--- src/rtl/core/ssfg_pkg.sv ---
package ssfg_pkg;

    // command codes
    localparam logic CMD_INIT = 1'b0;
    localparam logic CMD_SHOW = 1'b1;

    // marker selector codes
    localparam logic [1:0] MARK_H = 2'd1;
    localparam logic [1:0] MARK_C = 2'd2;

    // configuration register indexes
    localparam logic [1:0] CFG_INTENSITY   = 2'd0;
    localparam logic [1:0] CFG_SCAN_LIMIT  = 2'd1;
    localparam logic [1:0] CFG_DECODE_MASK = 2'd2;

    // display controller register addresses
    localparam logic [3:0] REG_NOOP      = 4'h0;
    localparam logic [3:0] REG_DIGIT1    = 4'h1;
    localparam logic [3:0] REG_DIGIT2    = 4'h2;
    localparam logic [3:0] REG_DIGIT3    = 4'h3;
    localparam logic [3:0] REG_DIGIT4    = 4'h4;
    localparam logic [3:0] REG_DIGIT8    = 4'h8;
    localparam logic [3:0] REG_DECODE    = 4'h9;
    localparam logic [3:0] REG_INTENSITY = 4'hA;
    localparam logic [3:0] REG_SCANLIM   = 4'hB;
    localparam logic [3:0] REG_SHUTDOWN  = 4'hC;
    localparam logic [3:0] REG_TEST      = 4'hF;

    // data bytes
    localparam logic [7:0] DATA_POWER_ON = 8'hFF;
    localparam logic [7:0] DATA_ZERO     = 8'h00;
    localparam logic [7:0] GLYPH_H       = 8'h37;
    localparam logic [7:0] GLYPH_C       = 8'h4E;
    localparam logic [3:0] CODE_BLANK    = 4'hF;

    localparam logic [13:0] VALUE_MAX = 14'd9999;

    // frame positions inside the init burst
    localparam logic [3:0] INIT_POWER       = 4'd0;
    localparam logic [3:0] INIT_DECODE      = 4'd1;
    localparam logic [3:0] INIT_TEST        = 4'd2;
    localparam logic [3:0] INIT_SCANLIM     = 4'd3;
    localparam logic [3:0] INIT_INTENSITY   = 4'd4;
    localparam logic [3:0] INIT_DIGIT_BASE  = 4'd4;
    localparam logic [3:0] INIT_CLEAR_FIRST = 4'd9;
    localparam logic [3:0] INIT_LAST        = 4'd12;

    // frame positions inside the show burst
    localparam logic [3:0] SHOW_MARK  = 4'd0;
    localparam logic [3:0] SHOW_THOU  = 4'd1;
    localparam logic [3:0] SHOW_HUND  = 4'd2;
    localparam logic [3:0] SHOW_TENS  = 4'd3;
    localparam logic [3:0] SHOW_LAST  = 4'd4;

    // one queued job: command, marker and decimal digits of the value
    typedef struct packed {
        logic       cmd;
        logic [1:0] marker;
        logic [3:0] d3;
        logic [3:0] d2;
        logic [3:0] d1;
        logic [3:0] d0;
    } t_job;

    typedef struct packed {
        logic empty;
        logic full;
    } t_q_status;

    typedef struct packed {
        logic [3:0] intensity;
        logic [2:0] scan_limit;
        logic [7:0] decode_mask;
    } t_cfg;

    typedef struct packed {
        logic [3:0]  dig;
        logic [13:0] rem;
    } t_step;

    // one decimal digit off the top: parallel compares against k*unit
    function automatic t_step digit_step(logic [13:0] rem, logic [13:0] unit);
        t_step s;
        s.dig = 4'd0;
        s.rem = rem;
        for (int k = 1; k <= 9; k++) begin
            if (rem >= 14'(k) * unit) begin
                s.dig = 4'(k);
                s.rem = rem - 14'(k) * unit;
            end
        end
        return s;
    endfunction

endpackage

--- src/rtl/core/seven_segment_frame_generator.sv ---
// the first frame of an item passes the front states THOU, HUND and TENS, the job
// queue and the output beat register; the back emits one frame per cycle while the
// output is not stalled; an init item is 13 frames, a show item 5
// the front converts a value one digit per state and queues jobs ahead of the back
// reset: synchronous, active low; clears queue, sequencer and front state,
// and loads intensity 0, scan limit 7, decode mask 0x0F
module seven_segment_frame_generator #(
    parameter int QUEUE_DEPTH = 2
) (
    input  logic        i_clk,
    input  logic        i_rst_n,
    input  logic        i_in_valid,
    output logic        o_in_stall,
    input  logic        i_cmd,
    input  logic [13:0] i_value,
    input  logic [1:0]  i_marker,
    output logic        o_out_valid,
    input  logic        i_out_stall,
    output logic [15:0] o_frame,
    output logic        o_last,
    input  logic        i_cfg_valid,
    output logic        o_cfg_ready,
    input  logic [1:0]  i_cfg_index,
    input  logic [7:0]  i_cfg_data
);

    ssfg_pkg::t_cfg      r_cfg;
    ssfg_pkg::t_job      w_push_job, w_head;
    ssfg_pkg::t_q_status w_q_status;
    logic                w_push, w_pop;

    assign o_cfg_ready = 1'b1;

    // configuration registers
    always_ff @(posedge i_clk) begin
        if (!i_rst_n) begin
            r_cfg.intensity   <= 4'd0;
            r_cfg.scan_limit  <= 3'd7;
            r_cfg.decode_mask <= 8'h0F;
        end else if (i_cfg_valid && o_cfg_ready) begin
            unique case (i_cfg_index)
                ssfg_pkg::CFG_INTENSITY:   r_cfg.intensity   <= i_cfg_data[3:0];
                ssfg_pkg::CFG_SCAN_LIMIT:  r_cfg.scan_limit  <= i_cfg_data[2:0];
                ssfg_pkg::CFG_DECODE_MASK: r_cfg.decode_mask <= i_cfg_data;
                default: begin
                end
            endcase
        end
    end

    // front: accept and convert
    ssfg_front u_front (
        .i_clk      (i_clk),
        .i_rst_n    (i_rst_n),
        .i_in_valid (i_in_valid),
        .o_in_stall (o_in_stall),
        .i_cmd      (i_cmd),
        .i_value    (i_value),
        .i_marker   (i_marker),
        .i_q_status (w_q_status),
        .o_push     (w_push),
        .o_job      (w_push_job)
    );

    // job queue between front and back
    ssfg_queue #(
        .DEPTH (QUEUE_DEPTH)
    ) u_queue (
        .i_clk    (i_clk),
        .i_rst_n  (i_rst_n),
        .i_push   (w_push),
        .i_job    (w_push_job),
        .i_pop    (w_pop),
        .o_head   (w_head),
        .o_status (w_q_status)
    );

    // back: frame sequencer
    ssfg_back u_back (
        .i_clk       (i_clk),
        .i_rst_n     (i_rst_n),
        .i_cfg       (r_cfg),
        .i_head      (w_head),
        .i_q_status  (w_q_status),
        .o_pop       (w_pop),
        .o_out_valid (o_out_valid),
        .i_out_stall (i_out_stall),
        .o_frame     (o_frame),
        .o_last      (o_last)
    );

`ifndef SYNTHESIS
    // no push into a full queue
    a_no_overflow: assert property (@(posedge i_clk) disable iff (!i_rst_n)
        !(w_push && w_q_status.full))
        else $error("job pushed into full queue");

    // a burst ends on digit 8 (init) or digit 1 (show)
    a_last_addr: assert property (@(posedge i_clk) disable iff (!i_rst_n)
        (o_out_valid && o_last) |->
        (o_frame[11:8] == ssfg_pkg::REG_DIGIT8 || o_frame[11:8] == ssfg_pkg::REG_DIGIT1))
        else $error("final frame has wrong address");

    // a burst is never broken by a gap
    a_no_gap: assert property (@(posedge i_clk) disable iff (!i_rst_n)
        (o_out_valid && !o_last && !i_out_stall) |=> o_out_valid)
        else $error("gap inside a frame burst");
`endif

endmodule

--- src/rtl/core/ssfg_front.sv ---
module ssfg_front (
    input  logic                  i_clk,
    input  logic                  i_rst_n,
    input  logic                  i_in_valid,
    output logic                  o_in_stall,
    input  logic                  i_cmd,
    input  logic [13:0]           i_value,
    input  logic [1:0]            i_marker,
    input  ssfg_pkg::t_q_status   i_q_status,
    output logic                  o_push,
    output ssfg_pkg::t_job        o_job
);

    typedef enum logic [3:0] {
        F_IDLE = 4'b0001,
        F_THOU = 4'b0010,
        F_HUND = 4'b0100,
        F_TENS = 4'b1000
    } t_fstate;

    t_fstate        r_state, n_state;
    logic           r_cmd;
    logic [1:0]     r_marker;
    logic [13:0]    r_rem, n_rem;
    logic [3:0]     r_d3, r_d2;
    logic           w_accept;
    ssfg_pkg::t_step w_step_thou, w_step_hund, w_step_tens;
    logic [13:0]    w_sat;

    // digit extraction, one decimal position per cycle
    assign w_step_thou = ssfg_pkg::digit_step(r_rem, 14'd1000);
    assign w_step_hund = ssfg_pkg::digit_step(r_rem, 14'd100);
    assign w_step_tens = ssfg_pkg::digit_step(r_rem, 14'd10);

    assign w_sat = (i_value > ssfg_pkg::VALUE_MAX) ? ssfg_pkg::VALUE_MAX : i_value;

    // push the finished job; a new beat may enter in the same cycle
    assign o_push     = (r_state == F_TENS) && !i_q_status.full;
    assign w_accept   = i_in_valid && ((r_state == F_IDLE) || o_push);
    assign o_in_stall = !((r_state == F_IDLE) || o_push);

    assign o_job.cmd    = r_cmd;
    assign o_job.marker = r_marker;
    assign o_job.d3     = r_d3;
    assign o_job.d2     = r_d2;
    assign o_job.d1     = w_step_tens.dig;
    assign o_job.d0     = w_step_tens.rem[3:0];

    // next state
    always_comb begin
        n_state = r_state;
        n_rem   = r_rem;
        unique case (r_state)
            F_IDLE: begin
                if (w_accept) begin
                    n_state = F_THOU;
                    n_rem   = w_sat;
                end
            end
            F_THOU: begin
                n_state = F_HUND;
                n_rem   = w_step_thou.rem;
            end
            F_HUND: begin
                n_state = F_TENS;
                n_rem   = w_step_hund.rem;
            end
            F_TENS: begin
                if (w_accept) begin
                    n_state = F_THOU;
                    n_rem   = w_sat;
                end else if (o_push) begin
                    n_state = F_IDLE;
                end
            end
            default: begin
                n_state = F_IDLE;
            end
        endcase
    end

    // control state
    always_ff @(posedge i_clk) begin
        if (!i_rst_n) begin
            r_state <= F_IDLE;
        end else begin
            r_state <= n_state;
        end
    end

    // payload
    always_ff @(posedge i_clk) begin
        r_rem <= n_rem;
        if (w_accept) begin
            r_cmd    <= i_cmd;
            r_marker <= i_marker;
        end
        if (r_state == F_THOU) begin
            r_d3 <= w_step_thou.dig;
        end
        if (r_state == F_HUND) begin
            r_d2 <= w_step_hund.dig;
        end
    end

endmodule

--- src/rtl/core/ssfg_queue.sv ---
module ssfg_queue #(
    parameter int DEPTH = 2
) (
    input  logic                i_clk,
    input  logic                i_rst_n,
    input  logic                i_push,
    input  ssfg_pkg::t_job      i_job,
    input  logic                i_pop,
    output ssfg_pkg::t_job      o_head,
    output ssfg_pkg::t_q_status o_status
);

    localparam int PW = (DEPTH > 1) ? $clog2(DEPTH) : 1;
    localparam int CW = $clog2(DEPTH + 1);

    ssfg_pkg::t_job r_mem [DEPTH];
    logic [PW-1:0]  r_wr_ptr, r_rd_ptr;
    logic [CW-1:0]  r_count;

    assign o_head         = r_mem[r_rd_ptr];
    assign o_status.empty = (r_count == '0);
    assign o_status.full  = (r_count == CW'(DEPTH));

    // pointers and fill count
    always_ff @(posedge i_clk) begin
        if (!i_rst_n) begin
            r_wr_ptr <= '0;
            r_rd_ptr <= '0;
            r_count  <= '0;
        end else begin
            if (i_push) begin
                r_wr_ptr <= (r_wr_ptr == PW'(DEPTH - 1)) ? '0 : r_wr_ptr + 1'b1;
            end
            if (i_pop) begin
                r_rd_ptr <= (r_rd_ptr == PW'(DEPTH - 1)) ? '0 : r_rd_ptr + 1'b1;
            end
            if (i_push && !i_pop) begin
                r_count <= r_count + 1'b1;
            end else if (i_pop && !i_push) begin
                r_count <= r_count - 1'b1;
            end
        end
    end

    // storage
    always_ff @(posedge i_clk) begin
        if (i_push) begin
            r_mem[r_wr_ptr] <= i_job;
        end
    end

endmodule

--- src/rtl/core/ssfg_back.sv ---
module ssfg_back (
    input  logic                i_clk,
    input  logic                i_rst_n,
    input  ssfg_pkg::t_cfg      i_cfg,
    input  ssfg_pkg::t_job      i_head,
    input  ssfg_pkg::t_q_status i_q_status,
    output logic                o_pop,
    output logic                o_out_valid,
    input  logic                i_out_stall,
    output logic [15:0]         o_frame,
    output logic                o_last
);

    logic        r_valid;
    logic [15:0] r_frame;
    logic        r_last;
    logic [3:0]  r_idx;
    logic        w_load, w_fire;
    logic [3:0]  w_addr;
    logic [7:0]  w_data;
    logic        w_last;
    logic [3:0]  w_c3, w_c2, w_c1;

    assign w_load = !r_valid || !i_out_stall;
    assign w_fire = w_load && !i_q_status.empty;
    assign o_pop  = w_fire && w_last;

    // leading-zero blanking above the units digit
    assign w_c3 = (i_head.d3 == 4'd0) ? ssfg_pkg::CODE_BLANK : i_head.d3;
    assign w_c2 = ((i_head.d3 == 4'd0) && (i_head.d2 == 4'd0)) ?
                  ssfg_pkg::CODE_BLANK : i_head.d2;
    assign w_c1 = ((i_head.d3 == 4'd0) && (i_head.d2 == 4'd0) && (i_head.d1 == 4'd0)) ?
                  ssfg_pkg::CODE_BLANK : i_head.d1;

    // frame selection by burst position
    always_comb begin
        w_addr = ssfg_pkg::REG_NOOP;
        w_data = ssfg_pkg::DATA_ZERO;
        if (i_head.cmd == ssfg_pkg::CMD_INIT) begin
            w_last = (r_idx == ssfg_pkg::INIT_LAST);
            unique case (r_idx)
                ssfg_pkg::INIT_POWER: begin
                    w_addr = ssfg_pkg::REG_SHUTDOWN;
                    w_data = ssfg_pkg::DATA_POWER_ON;
                end
                ssfg_pkg::INIT_DECODE: begin
                    w_addr = ssfg_pkg::REG_DECODE;
                    w_data = i_cfg.decode_mask;
                end
                ssfg_pkg::INIT_TEST: begin
                    w_addr = ssfg_pkg::REG_TEST;
                    w_data = ssfg_pkg::DATA_ZERO;
                end
                ssfg_pkg::INIT_SCANLIM: begin
                    w_addr = ssfg_pkg::REG_SCANLIM;
                    w_data = {5'd0, i_cfg.scan_limit};
                end
                ssfg_pkg::INIT_INTENSITY: begin
                    w_addr = ssfg_pkg::REG_INTENSITY;
                    w_data = {4'd0, i_cfg.intensity};
                end
                default: begin
                    w_addr = r_idx - ssfg_pkg::INIT_DIGIT_BASE;
                    w_data = (r_idx < ssfg_pkg::INIT_CLEAR_FIRST) ?
                             {4'd0, ssfg_pkg::CODE_BLANK} : ssfg_pkg::DATA_ZERO;
                end
            endcase
        end else begin
            w_last = (r_idx == ssfg_pkg::SHOW_LAST);
            unique case (r_idx)
                ssfg_pkg::SHOW_MARK: begin
                    unique if (i_head.marker == ssfg_pkg::MARK_H) begin
                        w_addr = ssfg_pkg::REG_DIGIT8;
                        w_data = ssfg_pkg::GLYPH_H;
                    end else if (i_head.marker == ssfg_pkg::MARK_C) begin
                        w_addr = ssfg_pkg::REG_DIGIT8;
                        w_data = ssfg_pkg::GLYPH_C;
                    end else begin
                        w_addr = ssfg_pkg::REG_NOOP;
                        w_data = ssfg_pkg::DATA_ZERO;
                    end
                end
                ssfg_pkg::SHOW_THOU: begin
                    w_addr = ssfg_pkg::REG_DIGIT4;
                    w_data = {4'd0, w_c3};
                end
                ssfg_pkg::SHOW_HUND: begin
                    w_addr = ssfg_pkg::REG_DIGIT3;
                    w_data = {4'd0, w_c2};
                end
                ssfg_pkg::SHOW_TENS: begin
                    w_addr = ssfg_pkg::REG_DIGIT2;
                    w_data = {4'd0, w_c1};
                end
                default: begin
                    w_addr = ssfg_pkg::REG_DIGIT1;
                    w_data = {4'd0, i_head.d0};
                end
            endcase
        end
    end

    // burst position and output valid
    always_ff @(posedge i_clk) begin
        if (!i_rst_n) begin
            r_valid <= 1'b0;
            r_idx   <= '0;
        end else begin
            if (w_load) begin
                r_valid <= !i_q_status.empty;
            end
            if (w_fire) begin
                r_idx <= w_last ? 4'd0 : r_idx + 4'd1;
            end
        end
    end

    // output beat register
    always_ff @(posedge i_clk) begin
        if (w_fire) begin
            r_frame <= {4'd0, w_addr, w_data};
            r_last  <= w_last;
        end
    end

    assign o_out_valid = r_valid;
    assign o_frame     = r_frame;
    assign o_last      = r_last;

endmodule

--- config.mk ---
export PLATFORM = sky130hd
export DESIGN_NAME = seven_segment_frame_generator
export DESIGN_NICKNAME = d
export VERILOG_FILES = /design/src/rtl/core/ssfg_pkg.sv /design/src/rtl/core/seven_segment_frame_generator.sv /design/src/rtl/core/ssfg_front.sv /design/src/rtl/core/ssfg_queue.sv /design/src/rtl/core/ssfg_back.sv
export SDC_FILE = /design/constraint.sdc
export NUM_CORES = 1
export LEC_CHECK = 0
export BUFFER_PORTS_ARGS = -buffer_cell sky130_fd_sc_hd__buf_2
export CAP_MARGIN = 20
export CORE_MARGIN = 3
export CORE_UTILIZATION = 45
export CTS_CLUSTER_SIZE = 28
export DETAILED_ROUTE_END_ITERATION = 10
export GPL_TIMING_DRIVEN = 0
export PLACE_DENSITY = 0.61
export SLEW_MARGIN = 25
export SYNTH_ARGS = -nofsm -noshare
export SYNTH_HDL_FRONTEND = slang
export SYNTH_SLANG_ARGS = --single-unit
--- constraint.sdc ---
create_clock -name i_clk -period 6.3 [get_ports i_clk]
set_input_delay 0.315 -clock i_clk [delete_from_list [all_inputs] [get_ports i_clk]]
set_output_delay 0.315 -clock i_clk [all_outputs]
set_load 0.03 [all_outputs]
# Word level (Yosys, flattened, before mapping)
# Memories as Yosys holds them, arrays and structs flattened. A register that Yosys moved wholly into a read port is not among the register bits.
# Index checks and enable logic that the tools add are counted.
# Widths: inputs -> output; s select.
[word_totals]
reg_bits = 66
ramBits = 38
wordCells = 191
n_memories = 1
[op_classes]
add_sub_neg = 33
n_lt_le_gt_ge = 29
n_eq_ne = 19
n_mux = 58
n_reduce_logical = 33
[mem_list]
columns = ["name", "depth", "word_bits", "rd", "rd_clocked_by_memory_dff", "wr", "line_no", "source"]
rows = [
  ["u_queue.r_mem", 2, 19, 1, 1, 1, "ssfg_queue.sv:16", "ssfg_pkg::t_job r_mem [DEPTH];"],
]
[op_table]
columns = ["op", "count"]
rows = [
  ["$mux 17", 12],
  ["$mux 16", 6],
  ["$mux 15", 5],
  ["$ge 14x10->1 const B", 5],
  ["$sub 14x10->14 const B", 5],
  ["$ge 14x13->1 const B", 4],
  ["$ge 14x7->1 const B", 4],
  ["$mux 14", 4],
  ["$sub 14x13->14 const B", 4],
  ["$sub 14x7->14 const B", 4],
  ["$mux 4", 11],
  ["$ge 14x6->1 const B", 3],
  ["$ge 14x9->1 const B", 3],
  ["$pmux 14 s3", 1],
  ["$sub 14x6->14 const B", 3],
  ["$sub 14x9->14 const B", 3],
  ["$pmux 8 s5", 1],
  ["$mux 18", 2],
  ["$pmux 4 s4", 2],
  ["$pmux 8 s4", 1],
  ["$ge 14x12->1 const B", 2],
  ["$ge 14x5->1 const B", 2],
  ["$sub 14x12->14 const B", 2],
  ["$sub 14x5->14 const B", 2],
  ["39 further kinds", 81],
]

# Logic depth before layout (Yosys ltp)
# Gate-level depths: netlist (run 1).
[depth]
ltp_word = 11
mapped_depth = 14
mapped_depth_nobuf = 11

# Hierarchy
# From an unflattened synthesis (run 1), not the netlist that was laid out.
[hier_totals]
cells_unflattened = 1159
area_unflattened_um2 = 9470.3
[modules_own_cells]
columns = ["module", "instances", "cells_per_inst", "area_each_um2", "seq_area_each_um2"]
rows = [
  ["ssfg_front", 1, 864, 5889.4, 830.8],
  ["ssfg_queue", 1, 81, 1590.3, 1241.2],
  ["ssfg_back", 1, 148, 1347.5, 490.5],
  ["seven_segment_frame_generator", 1, 66, 643.1, 300.3],
]

# Worst setup path before layout (run 1)
# OpenSTA, ideal clock, no wires.
[synth_path]
path_type = "reg2reg"
startpoint = "register u_front.r_rem[7]"
endpoint = "register u_front.r_rem[9], data pin"
arrival_ns = 3.300
required_ns = 6.028
slack_ns = 2.728
path_stages_with_launch = 14
path_buffers = 3
path_cell_list = "edfxtp_1 -> clkbuf_1 -> buf_2 -> inv_1 -> clkbuf_1 -> ha_1 -> a21boi_0 -> nor2_1 -> a311oi_4 -> nor2_1 -> o31ai_2 -> a41oi_2 -> a21boi_1 -> or4_1"
[synth_between]
elab_chain_len = 11
[synth_rtl]
columns = ["item", "line_no", "source"]
rows = [
  ["start, declared", "ssfg_front.sv:24", "logic [13:0] r_rem, n_rem;"],
  ["start signal, assigned", "ssfg_front.sv:93", "r_rem <= n_rem;"],
  ["$sub 14x7->14 or $sub 14x10->14 (tied branches)", "ssfg_pkg.sv:89", "s.rem = rem - 14'(k) * unit;"],
  ["$mux 15", "ssfg_pkg.sv:87", "if (rem >= 14'(k) * unit) begin"],
  ["$mux 16 (2 in series)", "ssfg_pkg.sv:87", ""],
  ["$mux 17 (4 in series)", "ssfg_pkg.sv:87", ""],
  ["$mux 15", "ssfg_pkg.sv:87", ""],
  ["$mux 14", "ssfg_pkg.sv:87", ""],
  ["$pmux 14 s3 *", "ssfg_front.sv:53", "unique case (r_state)"],
  ["named net u_front.n_rem[9]", "ssfg_front.sv:24", ""],
]
# Mark *: on every way through the listed nets, which the timed path passes. The rest lies on a longest branch. The select of a mux whose other input is x is not followed.
# A chain may end at the register's enable or synchronous reset.

# Worst setup path after layout (run 1)
[layout_path]
startpoint = "register u_front.r_rem[6]"
endpoint = "register u_front.r_rem[8], data pin"
# Same word-level chain as after synthesis.

==> impl_metrics.yaml, run 1 <==
floorplan:
  die_h_um: 151
  die-area_um2: 22900
  start_util: 0.463
  ios: 52
  die_x_um: 151
  coreArea_um2: 20500
  core.rowCount: 52
timing:
  hold_viol: 0
  setup_tns_ps: 0
  setup_violations: 0
  fmax_mhz: 173
  grt_setup_unrepaired: "false"
  slew_headroom: 0.163
  maxSlewViolCount: 0
  fin_ws_ps: 503
  skew_ps: 17.3
  layout_min_cycle_time_ps: 5800
  tightest_slew_ps: 1240
  fin_crit_sh: 0.920
clock_tree:
  cts_tree: "done"
  postCtsHoldBufs: 0
  cts.htree.levels: 3
  cts_setup_buffers: 0
  clock-sinks: 105
  path_clk_slew_ps: 80
  clk_latency_ps: 350
  cts_resized: 0
  root_buffer: "clkbuf_16"
  clock_path_buffers: 2
  numCtsBuffers: 9
logic_synthesis:
  async_reset_ff_frac: 0
  ys.flop_type: "edfxtp_1"
  ys_ff_latch: 105
  yosysWarnings: 0
  ys_seq_area_frac: 0.302
  synth_edf_count: 76
  netlist_area_um2: 9490
  syn_area_per_cell_um2: 8.27
  yosysUniqueCellTypes: 102
  postSynthCellCount: 1148
global_routing:
  grt_max_degree: 21
  antenna_found_initial: 0
  grt_usage: 0.340
  grt_pass1_wl_mm: 57.8
  grt_pass1_vias: 9331
  grt-ovfl-total: 0
placement:
  portBuffers: 45
  gp_congestion: 1.01
  dp_hpwl_mm: 30.1
  dp.cells: 1469
  preCtsSetupSlack_ps: 889
layout:
  stdcell_count: 1486
  fillCellCount: 2094
  nets: 1282
  layout-drive-gt1-share: 0.112
  most-common-layout-cells: "nor2_1, nand2_1, a21oi_1"
  utilization: 0.509
  area_growth_pct: 9.97
power:
  p_seq_frac: 0.332
  p_comb_frac: 0.430
  total_leakage_power_nw: 3.73
  p_clk_frac: 0.238
  power.switching_mw: 1.05
  power_density_nw_per_um2: 234
  ir_drop_v: 0.000137
  switching_share: 0.430
  internal_power_mw: 1.39
routing:
  drt_pass1_iterations: 5
  drc_errors: 0
  ant_nets: 0
  totalWireLength_mm: 38.8
  drt_iter0_drc: 1269
  viasPerCell: 6.61
  vias: 9829
  drt-wirelength-per-cell_um: 26.1
hold_path:
  worstHoldPathType: "primary input to flip-flop"
critical_path:
  crit_path_max_fanout: 12
  critPathKind: "flip-flop to flip-flop"
  cp-start-kind: "flip-flop"
  cp.arrival_ps: 5900
  required_ps: 6410
  worst_setup_path_end_kind: "flip-flop"
run_status:
  status: "complete, no violations"
run:
  drv_cap: 0
## registers in the layout, indices dropped and copies added (netlist names), named ones only
register / count
u_front.r_marker: 2
u_front.r_rem: 14
u_front.r_d3: 4
u_back.o_frame: 12
u_front.r_d2: 4
u_front.r_cmd: 1
u_queue.r_wr_ptr: 1
u_queue.r_mem: 38
u_back.o_last: 1
u_queue.r_count: 2
u_back.r_idx: 4
u_back.o_out_valid: 1
u_front.r_state: 4
r_cfg: 15
u_queue.r_rd_ptr: 1
## power by group through the flow
stage | registers (mW) | clock network, mW | logic (mW)
2_1_floorplan | 0.802 | 0 | 0.672
3_3_place_gp | 0.823 | 0 | 1.01
3_5_place_dp | 0.822 | 0 | 1.00
4_1_cts | 0.807 | 0.595 | 1.01
5_1_grt | 0.809 | 0.622 | 1.11
6_report | 0.810 | 0.582 | 1.05
## critical path, stage by stage (launching register included)
cell	delay, ps
edfxtp_1	600
clkbuf_1	630
clkinv_1	700
ha_1	470
clkbuf_1	320
a21oi_1	620
o41ai_1	280
a21oi_1	920
nand2_1	340
o21ai_0	270
a221oi_1	100
a211o_1	310
## final timing paths
path	endpoint	slack, ps	from	depth (start not counted)
worst min register to register	u_queue.r_mem[0][10]	440	u_front.r_d2[2]	0
worst max register to register	u_front.r_rem[8]	500	u_front.r_rem[6]	11
worst max-delay path	u_front.r_rem[8]	500	u_front.r_rem[6]	11
worst min-delay path	u_front.r_marker[0]	130	i_marker[0]	1
## metrics by stage
step | cell area (um2) | total power, mW | hold slack, ps
floorplan | 9500 | 1.47 | 414
detailed placement | 10100 | 1.82 | 429
global placement | 10100 | 1.84 | 422
global route | 10400 | 2.54 | 119
finish | 10400 | 2.44 | 132
CTS | 10400 | 2.41 | 118
## cell type report
type	instances	area [um2]	share of cell area
clock inverters	6	65.1	0.00623
inverters	32	120	0.0115
clock buffers	10	250	0.0240
flip-flops and latches	105	2860	0.274
multi-input cells	937	6180	0.592
plain buffers	77	357	0.0342
well taps	270	338	0.0324
repair buffers	48	259	0.0248
diodes	1	2.50	0.000240
## cells in the mapped netlist, types with 7 or more instances
| cell | number | area [um2] |
|---|---|---|
| inv_1 | 29 | 109 |
| ha_1 | 40 | 500 |
| a31oi_1 | 22 | 138 |
| nand2b_1 | 13 | 81.3 |
| a21oi_1 | 96 | 480 |
| dfxtp_1 | 29 | 581 |
| mux2i_1 | 38 | 380 |
| o21ai_0 | 77 | 385 |
| a21o_1 | 10 | 75.1 |
| edfxtp_1 | 76 | 2280 |
| o21a_1 | 8 | 60.1 |
| a211oi_1 | 10 | 75.1 |
| o21ai_1 | 7 | 35.0 |
| clkbuf_1 | 38 | 143 |
| or3_1 | 10 | 62.6 |
| xnor2_1 | 40 | 350 |
| nor2_1 | 108 | 405 |
| nand3_1 | 33 | 165 |
| a221oi_1 | 13 | 114 |
| buf_1 | 9 | 33.8 |
| nor3_1 | 25 | 125 |
| a21boi_0 | 8 | 60.1 |
| nor2b_1 | 25 | 156 |
| nand2_1 | 107 | 402 |
| and3_1 | 12 | 75.1 |
| o211ai_1 | 14 | 105 |
| xor2_1 | 13 | 114 |
| and2_1 | 20 | 125 |
| buf_2 | 21 | 105 |
| a211o_1 | 11 | 96.3 |
| o31ai_1 | 13 | 97.6 |
| nor4_1 | 10 | 62.6 |
| buf_4 | 7 | 52.6 |
## metal layers
layer  share of wire  global-route usage  vias up
met2            0.47               0.561      599
met4           0.065               0.208        0
met1            0.38               0.416     4639
met5               0                   0        -
li1                -                   -     4433
met3           0.088              0.0530      158
## cells by family (layout without fill, tap and decap cells)
logic type	after synthesis	in the layout	synth area share
AND/OR/NAND/NOR	415	415	0.224
multiplexers	39	39	0.0413
flip-flops	105	105	0.302
buffers and inverters	109	173	0.0502
AO/OA/AOI/OAI	385	385	0.280
other	2	6	0.000791
adder cells (fa/ha/maj)	40	40	0.0527
XOR/XNOR	53	53	0.0489
(Power assumes the default switching activity.)
==> run 2, diff against run 1 <==
--- a/config.mk
+++ b/config.mk
@@ -5,14 +5,14 @@
 export SDC_FILE = /design/constraint.sdc
 export NUM_CORES = 1
 export LEC_CHECK = 0
-export BUFFER_PORTS_ARGS = -buffer_cell sky130_fd_sc_hd__buf_2
 export CAP_MARGIN = 20
 export CORE_MARGIN = 3
 export CORE_UTILIZATION = 45
 export CTS_CLUSTER_SIZE = 28
 export DETAILED_ROUTE_END_ITERATION = 10
+export DONT_BUFFER_PORTS = 1
 export GPL_TIMING_DRIVEN = 0
-export PLACE_DENSITY = 0.61
+export PLACE_DENSITY = 0.59
 export SLEW_MARGIN = 25
 export SYNTH_ARGS = -nofsm -noshare
 export SYNTH_HDL_FRONTEND = slang
==> run 2 against run 1 <==
Compared with the run above: clock power fell by 5.8%; highest routed layer unchanged; sequential share of layout area rose by 0.72 points; critical path type unchanged; fmax fell by 5.6%; largest cell class unchanged.
==> impl_metrics.yaml, run 2 (synthesized netlist as in run 1, its figures left out) <==
global_routing:
  grt_pass1_vias: 9268
  antenna_found_initial: 0
  grt_pass1_wl_mm: 56.1
  grt_usage: 0.330
  grt-ovfl-total: 0
  grt_max_degree: 20
critical_path:
  crit_path_max_fanout: 12
  endpoint: "u_front.r_rem[8]"
  critPathKind: "flip-flop to flip-flop"
  rrSetupSlack_ps: 160
  required_ps: 6400
  worstReg2RegStart: "u_front.r_rem[6]"
  crit_start: "u_front.r_rem[6]"
  cp-start-kind: "flip-flop"
  reg2regPathDepth: 11
  r2r-end: "u_front.r_rem[8]"
  worst_setup_path_end_kind: "flip-flop"
  cp.arrival_ps: 6240
timing:
  grt_setup_unrepaired: "false"
  tightest_slew_ps: 1030
  maxSlewViolCount: 0
  layout_min_cycle_time_ps: 6140
  fin_hold_ws_ps: 58.9
  hold_viol: 0
  fmax_mhz: 163
  fin_crit_sh: 0.974
  setup_violations: 0
  slew_headroom: 0.315
  setup_tns_ps: 0
  skew_ps: 17.3
power:
  switching_share: 0.429
  power_density_nw_per_um2: 235
  ir_drop_v: 0.000124
  p_comb_frac: 0.429
  p_seq_frac: 0.342
  total_leakage_power_nw: 3.53
  internal_power_mw: 1.36
  power.switching_mw: 1.02
  p_clk_frac: 0.229
layout:
  layout-drive-gt1-share: 0.0761
  largestRegisters: "u_queue.r_mem: 38 flops, r_cfg: 15 flops, u_front.r_rem: 14 flops"
  largest_reg_flops: 38
  stdcell_area_um2: 10200
  area_growth_pct: 7.15
  most-common-layout-cells: "nor2_1, nand2_1, a21oi_1"
  utilization: 0.496
  largest-register: "u_queue.r_mem"
  nets: 1236
  diodes: 0
routing:
  totalWireLength_mm: 37.8
  drt_iter0_drc: 1129
  viasPerCell: 6.75
  vias: 9709
  drc_errors: 0
  drt-wirelength-per-cell_um: 26.3
  drt_pass1_iterations: 6
  ant_nets: 0
clock_tree:
  clk_latency_ps: 350
  cts_setup_buffers: 0
  clock_path_buffers: 2
  postCtsHoldBufs: 0
  cts_tree: "done"
  path_clk_slew_ps: 70
  numCtsBuffers: 9
  cts.htree.levels: 3
  clock-sinks: 105
  cts_resized: 0
  root_buffer: "clkbuf_16"
hold_path:
  holdCritStartpoint: "i_marker[1]"
  worstHoldPathType: "primary input to flip-flop"
run:
  drv_cap: 0
placement:
  gp_congestion: 1.06
  dp_hpwl_mm: 29.1
  dpl_cell_area_um2: 9880
  portBuffers: 0
floorplan:
  die_x_um: 151
  start_util: 0.463
  die_h_um: 151
  ios: 52
  core.rowCount: 52
  die-area_um2: 22900
  coreArea_um2: 20500
run_status:
  status: "complete, no violations"
[run 2: worst max-delay path: stages, from the launching register on]
cell      delay (ps)
edfxtp_1         630
clkbuf_1         740
clkinv_1         780
ha_1             470
clkbuf_1         310
a21oi_1          650
o41ai_1          340
a21oi_1          890
nand2_1          390
o21ai_0          260
a221oi_1         100
a211o_1          300
[run 2: per-layer routing]
layer,up-vias,track usage,part of all wire
li1,4343,-,-
met1,4569,0.390,0.38
met2,625,0.535,0.45
met3,172,0.0754,0.094
met4,0,0.216,0.078
met5,-,0,0
[run 2: area by class of cell]
class / count / area [um2]
Fill cell: 2067 / 10300
Multi-Input combinational cell: 937 / 6180
Sequential cell: 105 / 2860
Buffer: 77 / 357
Tap cell: 270 / 338
Clock buffer: 11 / 243
Inverter: 32 / 120
Clock inverter: 5 / 43.8
Timing Repair Buffer: 2 / 22.5
[run 2: through the flow]
step / instances / total power, mW / worst slack (ps)
after global placement: 1421 / 1.81 / 429
after floorplan: 1151 / 1.47 / 2730
after CTS: 1439 / 2.35 / 562
final: 1439 / 2.39 / 161
after global routing: 1439 / 2.48 / 145
after detailed placement: 1423 / 1.80 / 582
[run 2: power by group through the flow]
stage / registers [mW] / clock network (mW) / logic (mW)
global route: 0.815 / 0.586 / 1.08
global placement: 0.827 / 0 / 0.985
detailed placement: 0.827 / 0 / 0.975
CTS: 0.811 / 0.563 / 0.979
finish: 0.816 / 0.548 / 1.02
floorplan: 0.802 / 0 / 0.672
[run 2: worst min path at each step]
stage,endpoint,depth (start not counted)
after floorplan,u_front.r_cmd,0
after global placement,u_front.r_cmd,0
after detailed placement,u_front.r_cmd,0
after CTS,u_front.r_marker[1],0
after global routing,u_front.r_marker[1],0
final,u_front.r_marker[1],0
